### src/tlvp_pkg.sv
// ----------------------------------------------------------------------------
// tlvp_pkg
// Shared constants and types for the TLV record stream parser.
// ----------------------------------------------------------------------------
package tlvp_pkg;

   localparam int OFFSET_BITS     = 24;
   localparam int ERR_OFFSET_BITS = 24;
   localparam int LEN_BITS        = 16;

   localparam logic [OFFSET_BITS-1:0] POS_MAX = {OFFSET_BITS{1'b1}};

   localparam logic [7:0] TYPE_TEXT = 8'd1;
   localparam logic [7:0] TYPE_INT  = 8'd2;

   localparam logic [7:0] TEXT_LOW  = 8'd32;
   localparam logic [7:0] TEXT_HIGH = 8'd126;

   localparam logic [LEN_BITS-1:0] INT_LEN       = 16'd4;
   localparam logic [LEN_BITS-1:0] MAX_LEN_RESET = 16'd32;

   localparam logic [2:0] KIND_PAYLOAD = 3'd0;
   localparam logic [2:0] KIND_INT     = 3'd1;
   localparam logic [2:0] KIND_EMPTY   = 3'd2;
   localparam logic [2:0] KIND_OK      = 3'd3;
   localparam logic [2:0] KIND_ERROR   = 3'd4;

   localparam logic ERR_TRUNCATED = 1'b0;
   localparam logic ERR_INVALID   = 1'b1;

   localparam int FIFO_DEPTH = 4;
   localparam int FIFO_PTR_W = $clog2(FIFO_DEPTH);
   localparam int FIFO_CNT_W = $clog2(FIFO_DEPTH + 1);

   typedef struct packed {
      logic [2:0]                 kind;
      logic [7:0]                 record_type;
      logic [7:0]                 payload_byte;
      logic                       record_end;
      logic signed [31:0]         int_value;
      logic                       error_code;
      logic [ERR_OFFSET_BITS-1:0] error_offset;
      logic                       last;
   } result_type;

   // up to two results produced by one input transaction
   typedef struct packed {
      logic       push0;
      logic       push1;
      result_type res0;
      result_type res1;
   } result_pair_type;

endpackage

### src/tlvp_core.sv
// ----------------------------------------------------------------------------
// tlvp_core
// Parser state and per-byte decode; yields up to two results per byte.
// ----------------------------------------------------------------------------
module tlvp_core
   import tlvp_pkg::*;
(
   input  logic                clock,
   input  logic                reset,
   input  logic                accept,
   input  logic [7:0]          data_byte,
   input  logic                buffer_end,
   input  logic [LEN_BITS-1:0] max_len,
   output result_pair_type     results
);

   typedef enum logic [2:0] {
      PH_TYPE,
      PH_LEN_HI,
      PH_LEN_LO,
      PH_VALUE,
      PH_ERROR
   } phase_type;

   phase_type            phase_ff,  phase_in;
   logic [7:0]           type_ff,   type_in;
   logic [LEN_BITS-1:0]  len_ff,    len_in;
   logic [LEN_BITS-1:0]  rem_ff,    rem_in;
   logic [OFFSET_BITS-1:0] start_ff, start_in;
   logic [OFFSET_BITS-1:0] pos_ff,   pos_in;
   logic                 inv_ff,    inv_in;
   logic [31:0]          acc_ff,    acc_in;

   logic [LEN_BITS-1:0]  len_full;
   logic [LEN_BITS-1:0]  rem_dec;
   logic                 done;
   logic                 failed;
   logic                 inv_tmp;
   logic [1:0]           cnt;
   result_type           rtmp;

   function automatic result_type make_result(input logic [2:0] kind,
                                              input logic [7:0] rtype,
                                              input logic [7:0] pay,
                                              input logic rend,
                                              input logic [31:0] ival,
                                              input logic ecode,
                                              input logic [OFFSET_BITS-1:0] eoff,
                                              input logic lst);
      result_type r;
      r.kind         = kind;
      r.record_type  = rtype;
      r.payload_byte = pay;
      r.record_end   = rend;
      r.int_value    = ival;
      r.error_code   = ecode;
      r.error_offset = ERR_OFFSET_BITS'(eoff);
      r.last         = lst;
      return r;
   endfunction

   always_comb begin
      phase_in = phase_ff;
      type_in  = type_ff;
      len_in   = len_ff;
      rem_in   = rem_ff;
      start_in = start_ff;
      pos_in   = pos_ff;
      inv_in   = inv_ff;
      acc_in   = acc_ff;
      results  = '0;
      failed   = 1'b0;
      cnt      = 2'd0;
      rtmp     = '0;
      inv_tmp  = 1'b0;
      len_full = {len_ff[LEN_BITS-1:8], data_byte};
      rem_dec  = rem_ff - LEN_BITS'(1);
      done     = (rem_dec == '0);

      unique case (phase_ff)
         PH_ERROR: begin
         end
         PH_TYPE: begin
            start_in = pos_ff;
            type_in  = data_byte;
            inv_in   = 1'b0;
            acc_in   = '0;
            phase_in = PH_LEN_HI;
         end
         PH_LEN_HI: begin
            len_in   = {data_byte, 8'h00};
            phase_in = PH_LEN_LO;
         end
         PH_LEN_LO: begin
            len_in = len_full;
            rem_in = len_full;
            if (type_ff == TYPE_TEXT) begin
               inv_tmp = (len_full == '0) || (len_full > max_len);
            end else if (type_ff == TYPE_INT) begin
               inv_tmp = (len_full != INT_LEN);
            end
            inv_in = inv_tmp;
            if (len_full == '0) begin
               if (inv_tmp) begin
                  results.res0 = make_result(KIND_ERROR, type_ff, 8'h00, 1'b0, '0,
                                             ERR_INVALID, start_ff, 1'b1);
                  failed = 1'b1;
               end else begin
                  results.res0 = make_result(KIND_EMPTY, type_ff, 8'h00, 1'b1, '0,
                                             ERR_TRUNCATED, '0, 1'b0);
               end
               cnt      = 2'd1;
               phase_in = PH_TYPE;
            end else begin
               phase_in = PH_VALUE;
            end
         end
         PH_VALUE: begin
            rem_in = rem_dec;
            if (type_ff == TYPE_INT) begin
               acc_in = {acc_ff[23:0], data_byte};
               if (done) begin
                  if (inv_ff) begin
                     results.res0 = make_result(KIND_ERROR, type_ff, 8'h00, 1'b0, '0,
                                                ERR_INVALID, start_ff, 1'b1);
                     failed = 1'b1;
                  end else begin
                     results.res0 = make_result(KIND_INT, type_ff, 8'h00, 1'b1,
                                                {acc_ff[23:0], data_byte},
                                                ERR_TRUNCATED, '0, 1'b0);
                  end
                  cnt = 2'd1;
               end
            end else begin
               inv_tmp = inv_ff || ((type_ff == TYPE_TEXT) &&
                         ((data_byte < TEXT_LOW) || (data_byte > TEXT_HIGH)));
               inv_in  = inv_tmp;
               if (!inv_tmp) begin
                  results.res0 = make_result(KIND_PAYLOAD, type_ff, data_byte, done, '0,
                                             ERR_TRUNCATED, '0, 1'b0);
                  cnt = 2'd1;
               end else if (done) begin
                  results.res0 = make_result(KIND_ERROR, type_ff, 8'h00, 1'b0, '0,
                                             ERR_INVALID, start_ff, 1'b1);
                  cnt    = 2'd1;
                  failed = 1'b1;
               end
            end
            if (done) begin
               phase_in = PH_TYPE;
            end
         end
         default: begin
         end
      endcase

      if (phase_ff != PH_ERROR) begin
         pos_in = (pos_ff >= POS_MAX) ? POS_MAX : pos_ff + OFFSET_BITS'(1);
         if (failed) begin
            if (!buffer_end) begin
               phase_in = PH_ERROR;
            end
         end else if (buffer_end) begin
            if (phase_in != PH_TYPE) begin
               rtmp = make_result(KIND_ERROR, type_in, 8'h00, 1'b0, '0,
                                  ERR_TRUNCATED, start_in, 1'b1);
            end else begin
               rtmp = make_result(KIND_OK, 8'h00, 8'h00, 1'b0, '0,
                                  ERR_TRUNCATED, '0, 1'b1);
            end
            if (cnt == 2'd0) begin
               results.res0 = rtmp;
            end else begin
               results.res1 = rtmp;
            end
            cnt = cnt + 2'd1;
         end
      end

      if (buffer_end) begin
         phase_in = PH_TYPE;
         type_in  = '0;
         len_in   = '0;
         rem_in   = '0;
         start_in = '0;
         pos_in   = '0;
         inv_in   = 1'b0;
         acc_in   = '0;
      end

      results.push0 = accept && (cnt != 2'd0);
      results.push1 = accept && (cnt == 2'd2);
   end

   always_ff @(posedge clock) begin
      if (reset) begin
         phase_ff <= PH_TYPE;
         type_ff  <= '0;
         len_ff   <= '0;
         rem_ff   <= '0;
         start_ff <= '0;
         pos_ff   <= '0;
         inv_ff   <= 1'b0;
         acc_ff   <= '0;
      end else if (accept) begin
         phase_ff <= phase_in;
         type_ff  <= type_in;
         len_ff   <= len_in;
         rem_ff   <= rem_in;
         start_ff <= start_in;
         pos_ff   <= pos_in;
         inv_ff   <= inv_in;
         acc_ff   <= acc_in;
      end
   end

   assert property (@(posedge clock) disable iff (reset)
      results.push1 |-> (results.res1.last && !results.res0.last))
      else $error("second result is not a buffer terminator after a record result");

   assert property (@(posedge clock) disable iff (reset)
      (accept && buffer_end) |=> (phase_ff == PH_TYPE && pos_ff == '0))
      else $error("parser not restarted after buffer end");

   assert property (@(posedge clock) disable iff (reset)
      (phase_ff == PH_ERROR) |-> !results.push0)
      else $error("result produced while discarding an errored buffer");

endmodule

### src/tlvp_out_fifo.sv
// ----------------------------------------------------------------------------
// tlvp_out_fifo
// Small result queue: up to two writes and one read per cycle.
// ----------------------------------------------------------------------------
module tlvp_out_fifo
   import tlvp_pkg::*;
(
   input  logic            clock,
   input  logic            reset,
   input  result_pair_type wr,
   output logic            room,
   output logic            out_valid,
   input  logic            out_ready,
   output result_type      out_data
);

   result_type            mem_ff [FIFO_DEPTH];
   logic [FIFO_PTR_W-1:0] wr_ptr_ff, wr_ptr_in;
   logic [FIFO_PTR_W-1:0] rd_ptr_ff, rd_ptr_in;
   logic [FIFO_CNT_W-1:0] count_ff,  count_in;
   logic                  pop;

   assign out_valid = (count_ff != '0);
   assign out_data  = mem_ff[rd_ptr_ff];
   assign pop       = out_valid && out_ready;
   assign room      = (count_ff <= FIFO_CNT_W'(FIFO_DEPTH - 2));

   always_comb begin
      wr_ptr_in = wr_ptr_ff + FIFO_PTR_W'(wr.push0) + FIFO_PTR_W'(wr.push1);
      rd_ptr_in = rd_ptr_ff + FIFO_PTR_W'(pop);
      count_in  = count_ff + FIFO_CNT_W'(wr.push0) + FIFO_CNT_W'(wr.push1)
                  - FIFO_CNT_W'(pop);
   end

   always_ff @(posedge clock) begin
      if (wr.push0) begin
         mem_ff[wr_ptr_ff] <= wr.res0;
      end
      if (wr.push1) begin
         mem_ff[wr_ptr_ff + FIFO_PTR_W'(1)] <= wr.res1;
      end
   end

   always_ff @(posedge clock) begin
      if (reset) begin
         wr_ptr_ff <= '0;
         rd_ptr_ff <= '0;
         count_ff  <= '0;
      end else begin
         wr_ptr_ff <= wr_ptr_in;
         rd_ptr_ff <= rd_ptr_in;
         count_ff  <= count_in;
      end
   end

   assert property (@(posedge clock) disable iff (reset)
      count_ff <= FIFO_CNT_W'(FIFO_DEPTH))
      else $error("result queue overflow");

   assert property (@(posedge clock) disable iff (reset)
      wr.push1 |-> wr.push0)
      else $error("second write without first");

   assert property (@(posedge clock) disable iff (reset)
      (count_ff == '0) |-> (wr_ptr_ff == rd_ptr_ff))
      else $error("pointers disagree on empty queue");

endmodule

### src/tlv_record_stream_parser.sv
// ----------------------------------------------------------------------------
// tlv_record_stream_parser
// Parses type-length-value records from a byte stream, one byte per
// transaction, and emits payload, integer, empty, ok and error results.
//
//   channel  dir  width  contents
//   req      in   8+1    data byte, tlast = buffer end
//   rsp      out  80+3+1 record result, tuser = kind, tlast = last of buffer
//   csr      in   16     max_string_length write
//
// One byte is accepted per cycle while the four-entry result queue has room
// for two entries; its results are written into the queue on acceptance.
// A byte that gives two results (record result plus buffer terminator) sends
// them as two transfers on the single rsp port. Reset is synchronous and
// clears parser and queue. An rsp stall stops req above two queued results.
// ----------------------------------------------------------------------------
module tlv_record_stream_parser
   import tlvp_pkg::*;
(
   input  logic        clock,
   input  logic        reset,
   input  logic        req_tvalid,
   output logic        req_tready,
   input  logic [7:0]  req_tdata,   // [7:0] data_byte
   input  logic        req_tlast,
   output logic        rsp_tvalid,
   input  logic        rsp_tready,
   output logic [79:0] rsp_tdata,   // record_type, payload_byte, record_end,
                                    // int_value, error_code, error_offset, zero pad
   output logic [2:0]  rsp_tuser,   // [2:0] kind
   output logic        rsp_tlast,
   input  logic        csr_wr_en,
   input  logic [15:0] csr_wr_data
);

   logic [LEN_BITS-1:0] max_len_ff;
   logic                accept;
   result_pair_type     pair;
   result_type          head;

   always_ff @(posedge clock) begin
      if (reset) begin
         max_len_ff <= MAX_LEN_RESET;
      end else if (csr_wr_en) begin
         max_len_ff <= csr_wr_data;
      end
   end

   assign accept = req_tvalid && req_tready;

   tlvp_core u_core (
      .clock      (clock),
      .reset      (reset),
      .accept     (accept),
      .data_byte  (req_tdata),
      .buffer_end (req_tlast),
      .max_len    (max_len_ff),
      .results    (pair)
   );

   tlvp_out_fifo u_fifo (
      .clock     (clock),
      .reset     (reset),
      .wr        (pair),
      .room      (req_tready),
      .out_valid (rsp_tvalid),
      .out_ready (rsp_tready),
      .out_data  (head)
   );

   assign rsp_tdata = {6'd0, head.error_offset, head.error_code, head.int_value,
                       head.record_end, head.payload_byte, head.record_type};
   assign rsp_tuser = head.kind;
   assign rsp_tlast = head.last;

endmodule
### config.mk
export PLATFORM = sky130hd
export DESIGN_NAME = tlv_record_stream_parser
export DESIGN_NICKNAME = d
export VERILOG_FILES = /design/src/tlvp_pkg.sv /design/src/tlvp_core.sv /design/src/tlvp_out_fifo.sv /design/src/tlv_record_stream_parser.sv
export SDC_FILE = /design/constraint.sdc
export NUM_CORES = 1
export LEC_CHECK = 0
export ABC_AREA = 0
export BUFFER_PORTS_ARGS = -buffer_cell sky130_fd_sc_hd__buf_2
export CORE_MARGIN = 1.5
export CORE_UTILIZATION = 37
export DETAILED_ROUTE_END_ITERATION = 6
export PLACE_DENSITY_LB_ADDON = 0.05
export SYNTH_ARGS = -nofsm -noshare
export SYNTH_HDL_FRONTEND = slang
export SYNTH_SLANG_ARGS = --single-unit
### constraint.sdc
create_clock -name clock -period 4.5 [get_ports clock]
set_input_delay 1.125 -clock clock [delete_from_list [all_inputs] [get_ports clock]]
set_output_delay 1.125 -clock clock [all_outputs]
set_load 0.1 [all_outputs]
# Yosys cells after proc, flatten, opt, wreduce, memory -nomap -nowiden
# Memory sizes are Yosys's and may differ from the RTL's. A register that Yosys moved wholly into a read port is not among the register bits.
# Cells that the tools add are included.
[totals]
reg_bits = 131
latchBits = 0
mem_bits_rw = 312
rom_bits = 0
input_bits = 30
output_inout_bits = 86
elab_cells = 125
memories = 1
[classes]
n_addsub = 10
mul = 0
div_mod_pow = 0
magnitude_cmp = 5
eq_ne = 11
n_shift = 0
muxes = 61
bitwise_logic = 0
n_reduce_logical = 25
[mem_list]
columns = ["name", "depth", "width", "read_ports", "rd_clocked_by_memory_dff", "write_ports", "line_no", "text"]
rows = [
  ["u_fifo.mem_ff", 4, 78, 1, 1, 2, "tlvp_out_fifo.sv:17", "result_type mem_ff [FIFO_DEPTH];"],
]
[op_table]
columns = ["cell", "n"]
rows = [
  ["$mux 78", 10],
  ["$mux 156", 3],
  ["$mux 24", 7],
  ["$pmux 78 s2", 1],
  ["$pmux 16 s2", 2],
  ["$pmux 24 s2", 1],
  ["$logic_not 16->1", 2],
  ["$mux 16", 2],
  ["$add 24x1->24 const B", 1],
  ["$ge 24x24->1 const B", 1],
  ["$mux 1", 18],
  ["$gt 16x16->1", 1],
  ["$mux 8", 2],
  ["$ne 16x3->1 const B", 1],
  ["$sub 16x1->16 const B", 1],
  ["$mux 2", 7],
  ["$mux 3", 4],
  ["$pmux 3 s4", 1],
  ["$reduce_bool 3->1", 4],
  ["$reduce_and 3->1", 3],
  ["$eq 8x1->1 const B", 1],
  ["$eq 8x2->1 const B", 1],
  ["$gt 8x7->1 const B", 1],
  ["$lt 8x6->1 const B", 1],
  ["other kinds (21)", 36],
]

# Longest topological paths before layout
[depth]
ltp_word = 16
ltp_mapped = 18
ltp_nobuf = 15

# Cells and area by module
# Synthesis repeated with hierarchy kept, for this count alone.
[hier_totals]
cells_unflattened = 1832
hier_area_um2 = 23097.2
[by_module_without_submodules]
columns = ["mod", "instances", "cells_each", "area_per_inst_um2", "seq_area_each_um2"]
rows = [
  ["tlvp_out_fifo", 1, 796, 15332.2, 9509.1],
  ["tlvp_core", 1, 976, 7128.1, 2162.1],
  ["tlv_record_stream_parser", 1, 60, 636.9, 320.3],
]

# Worst setup path after synthesis
# Ideal clock, no wire load.
[synth_path]
path_kind = "in2reg"
start = "input port req_tdata[6]"
end = "memory u_fifo.mem_ff[1][0] (netlist bit) (enable)"
setup_time_ns = 0.391
arrival_ns = 4.001
t_required_ns = 4.109
path_slack_ns = 0.109
stages = 12
path_buffers = 2
cell_sequence = "nor4_1 -> nand4_1 -> nor3_1 -> nor2_4 -> a21oi_4 -> nand2_1 -> inv_4 -> mux2i_1 -> or2_1 -> buf_2 -> buf_6 -> inv_1"
[synth_lines]
columns = ["element", "line_no", "text"]
rows = [
  ["from (decl)", "tlv_record_stream_parser.sv:24", "input logic [7:0] req_tdata,"],
  ["to (decl)", "tlvp_out_fifo.sv:17", ""],
]

==> key figures <==
Timing
  • Post-route fraction of the period consumed by the critical path: 91.3%
  • Clk_skew: 18.8 ps
  • Measured slew at the worst slew-check pin: 1190 ps
  • Post-Route Setup TNS: 0 ps
  • Setup repair after global routing missed its margin: no
  • Achievable Freq: 0.243 GHz
  • Post-layout minimum cycle time: 4110 ps
  • Worst slew slack as a fraction of its limit: 20.4%
  • Total count of max-transition violations in the final report: 0
  • Least setup slack across all paths after layout: 393 ps
  • Final hold violations: 0
  • Total of endpoints with negative setup slack in the final report: 0

Setup path
  • Critical R2R Launch: u_core.rem_ff[0]
  • Worst Setup Path Type: reg -> reg
  • Crit-path max FO: 36
  • Data arrival time of the critical path: 4370 ps
  • Critical Path Start: u_core.rem_ff[0]
  • Required time at the worst-slack endpoint: 4770 ps
  • Startpoint type of the worst setup path: flip-flop
  • Worst-case reg-to-reg path depth: 13
  • Critical Path End Type: flip-flop

Clocking
  • Clock latency at the later pin of the worst-skew pair: 590 ps
  • Total clock buffers created by CTS: 51
  • Number of sinks driven by the clock tree: 443
  • # hold bufs at CTS: 0
  • Clock input transition at the sequential cells of the worst setup and hold paths: 60 ps
  • CTS H-tree lvls: 2
  • Worst-case clock buffer depth: 3
  • Clock tree from TritonCTS: done
  • Buffers inserted during post-CTS setup optimization: 0
  • Clock root buffer master: clkbuf_16

Routing
  • Average wire per cell in the routed design: 23.5 um
  • Length of the first detailed-routing pass in iterations: 7
  • Final wirelength: 61,500 um
  • Detailed router's first-iteration violation count: 978
  • Overall via count from detail_route: 15,159
  • Vias per Instance: 5.79
  • DRC viols: 0
  • Post-detailed-route count of antenna-violating nets: 0

Global routing
  • Vias in the first global route: 15,151
  • GR Util All Layers: 21.9%
  • Number of antenna violations at the first check in global routing: 1
  • Wire length of the first global-routing pass: 94,600 um
  • GR Overflow Total: 0
  • Pin count of the biggest net entering global routing: 85

Logic synthesis
  • Post-synth design cell area: 0.0202 mm2
  • Number of cells produced by synthesis: 1,836
  • Share of the synthesized area in the top cell type: 29.6%
  • EDFF count, synth: 144
  • Asr flop ratio synth: 0%
  • Number of unique standard cell types used by synthesis: 80
  • Sequential element share of the synthesized area: 51.0%
  • #FFs+latches synth: 443
  • Top flip-flop cell by instance count after synthesis: dfxtp_1
  • Area leader, netlist: dfxtp_1
  • Dominant cells by area after synthesis: dfxtp_1 (30%), edfxtp_1 (21%), mux4_2 (8.7%), a22o_1 (5.5%), o2bb2ai_1 (5.5%)
  • Mean area per synthesized cell: 11.0 um2
  • Count of warnings emitted by yosys: 0

Floorplanning
  • Die Footprint: 0.0560 mm2
  • Core box area: 0.0539 mm2
  • Total I/O pin count: 116
  • Height of the chip: 237 um
  • Count of standard-cell rows: 85
  • Die X: 237 um
  • Initial Util: 37.5%

Layout
  • Filler Cells Inserted: 5,109
  • Multi-input gate area: 0.00900 mm2
  • Core Util, Final: 42.6%
  • Fraction of layout instances using a drive strength above 1: 19.2%
  • Leading cell types in the layout, fill and taps excluded: dfxtp_1 (297), edfxtp_1 (144), nor2_1 (137), nand2_1 (136)
  • Most frequent standard cell in the layout excluding fill and tap cells: dfxtp_1
  • Ant diodes: 0
  • Synth-to-Final Area Change: 13.7%
  • Sequential cell area: 0.0103 mm2
  • Net total in the final layout: 1,934

Min path
  • Kind of path behind the tightest hold check: reg -> reg
  • Startpoint of the worst hold path: u_core.acc_ff[21]
  • Hold Path Cell Cnt: 2

Power and ir drop
  • Power Dens Cells: 486 mW/mm2
  • Leakage power of the design: 7.85 nW
  • Worst VDD drop: 0.000276 V

Placement
  • DP Wirelength: 37,600 um
  • Placer congestion estimate: 0.864
  • Input/output buffers: 109
  • Post-Place Worst Slack: 414 ps

Run
  • Max Cap Viol: 0

Status
  • Outcome: finished, final reports clean
==> Yosys cell counts, types with 4 or more instances <==
master,n
nand3_1,78
a211oi_1,6
o22ai_1,12
inv_1,33
a22oi_1,52
o22ai_2,4
buf_4,16
or3_1,7
a21oi_1,78
nor2_1,138
a31oi_1,6
mux2i_1,25
edfxtp_1,144
nor4_1,7
mux4_2,78
or4_1,4
clkbuf_1,112
dfxtp_1,299
buf_1,16
nand4_1,7
xnor2_1,5
or2_2,4
a2bb2oi_1,8
o2bb2ai_1,128
nor2b_1,8
o211ai_1,4
o31ai_1,6
o21ai_0,85
nand2b_1,15
a21oi_2,4
ha_1,22
a22o_1,128
buf_6,9
and2_1,10
nor3_1,29
a21o_1,10
nor4_2,4
and3_1,7
buf_2,27
nand2_1,139
==> cell type report <==
cell class	count	share of cell area [%]
repair buffers	166	4.70
clock inverters	21	0.702
multi-input cells	1182	39.1
flip-flops and latches	443	44.9
well taps	696	3.79
clock buffers	74	6.20
inverters	35	0.583
==> stage by stage <==
stage,cell area [um2],hold WS (ps),power (mW),cells
finish,23000,453,11.2,2617
global route,23000,471,11.6,2617
CTS,23000,456,11.3,2617
detailed placement,21400,442,7.34,2522
global placement,21400,439,7.33,2522
floorplan,20200,426,6.61,1841
==> state kept, by name (all words and copies together) (netlist names), 8 cells and up <==
| signal | count |
|---|---|
| u_core.acc_ff | 24 |
| u_core.type_ff | 8 |
| u_core.rem_ff | 16 |
| u_core.pos_ff | 24 |
| max_len_ff | 16 |
| u_core.start_ff | 24 |
| u_core.len_ff | 8 |
| u_fifo.mem_ff | 312 |
==> power breakdown <==
group,internal (mW),switching (mW)
sequential,4.23,0.139
combinational,0.714,2.14
clock,2.30,1.66
==> routing by layer <==
layer | vias to the layer above | share of wire, % | GRT usage [%]
met3 | 83 | 5.1 | 3.72
met4 | 0 | 2.3 | 6.37
li1 | 7061 | - | -
met1 | 7614 | 45 | 29.9
met2 | 401 | 47 | 35.8
met5 | - | 0 | 0
==> repair_timing <==
item,4_1_cts,5_1_grt
endpoints found under the hold margin,0,0
resized for setup,0,1
endpoints found under the setup margin,0,1
==> worst paths after layout <==
kind,slack [ps],endpoint
min reg2reg,450,u_core.acc_ff[21]
max,390,u_fifo.mem_ff[1][21]
max reg2reg,390,u_fifo.mem_ff[1][21]
min,450,u_core.acc_ff[21]
==> worst max-delay path, cell delays in order, from the launching register on <==
cell and delay [ps]:
dfxtp_1 520, inv_1 110, ha_1 350, o41ai_1 470
o211ai_1 200, nor4_2 390, nand3_1 260, a21oi_4 310
nand2_1 190, inv_4 180, mux2i_1 110, or2_2 330
clkinv_1 80, buf_12 260
==> kinds of logic after synthesis <==
family | after synthesis | synth area share (%)
adder cells (fa/ha/maj) | 25 | 1.66
buffers and inverters | 216 | 4.83
flip-flops | 443 | 51.0
AO/OA/AOI/OAI | 555 | 20.5
other | 1 | 0.0185
multiplexers | 103 | 9.93
XOR/XNOR | 7 | 0.303
AND/OR/NAND/NOR | 486 | 11.7
Power figures use the tool's default switching activity.
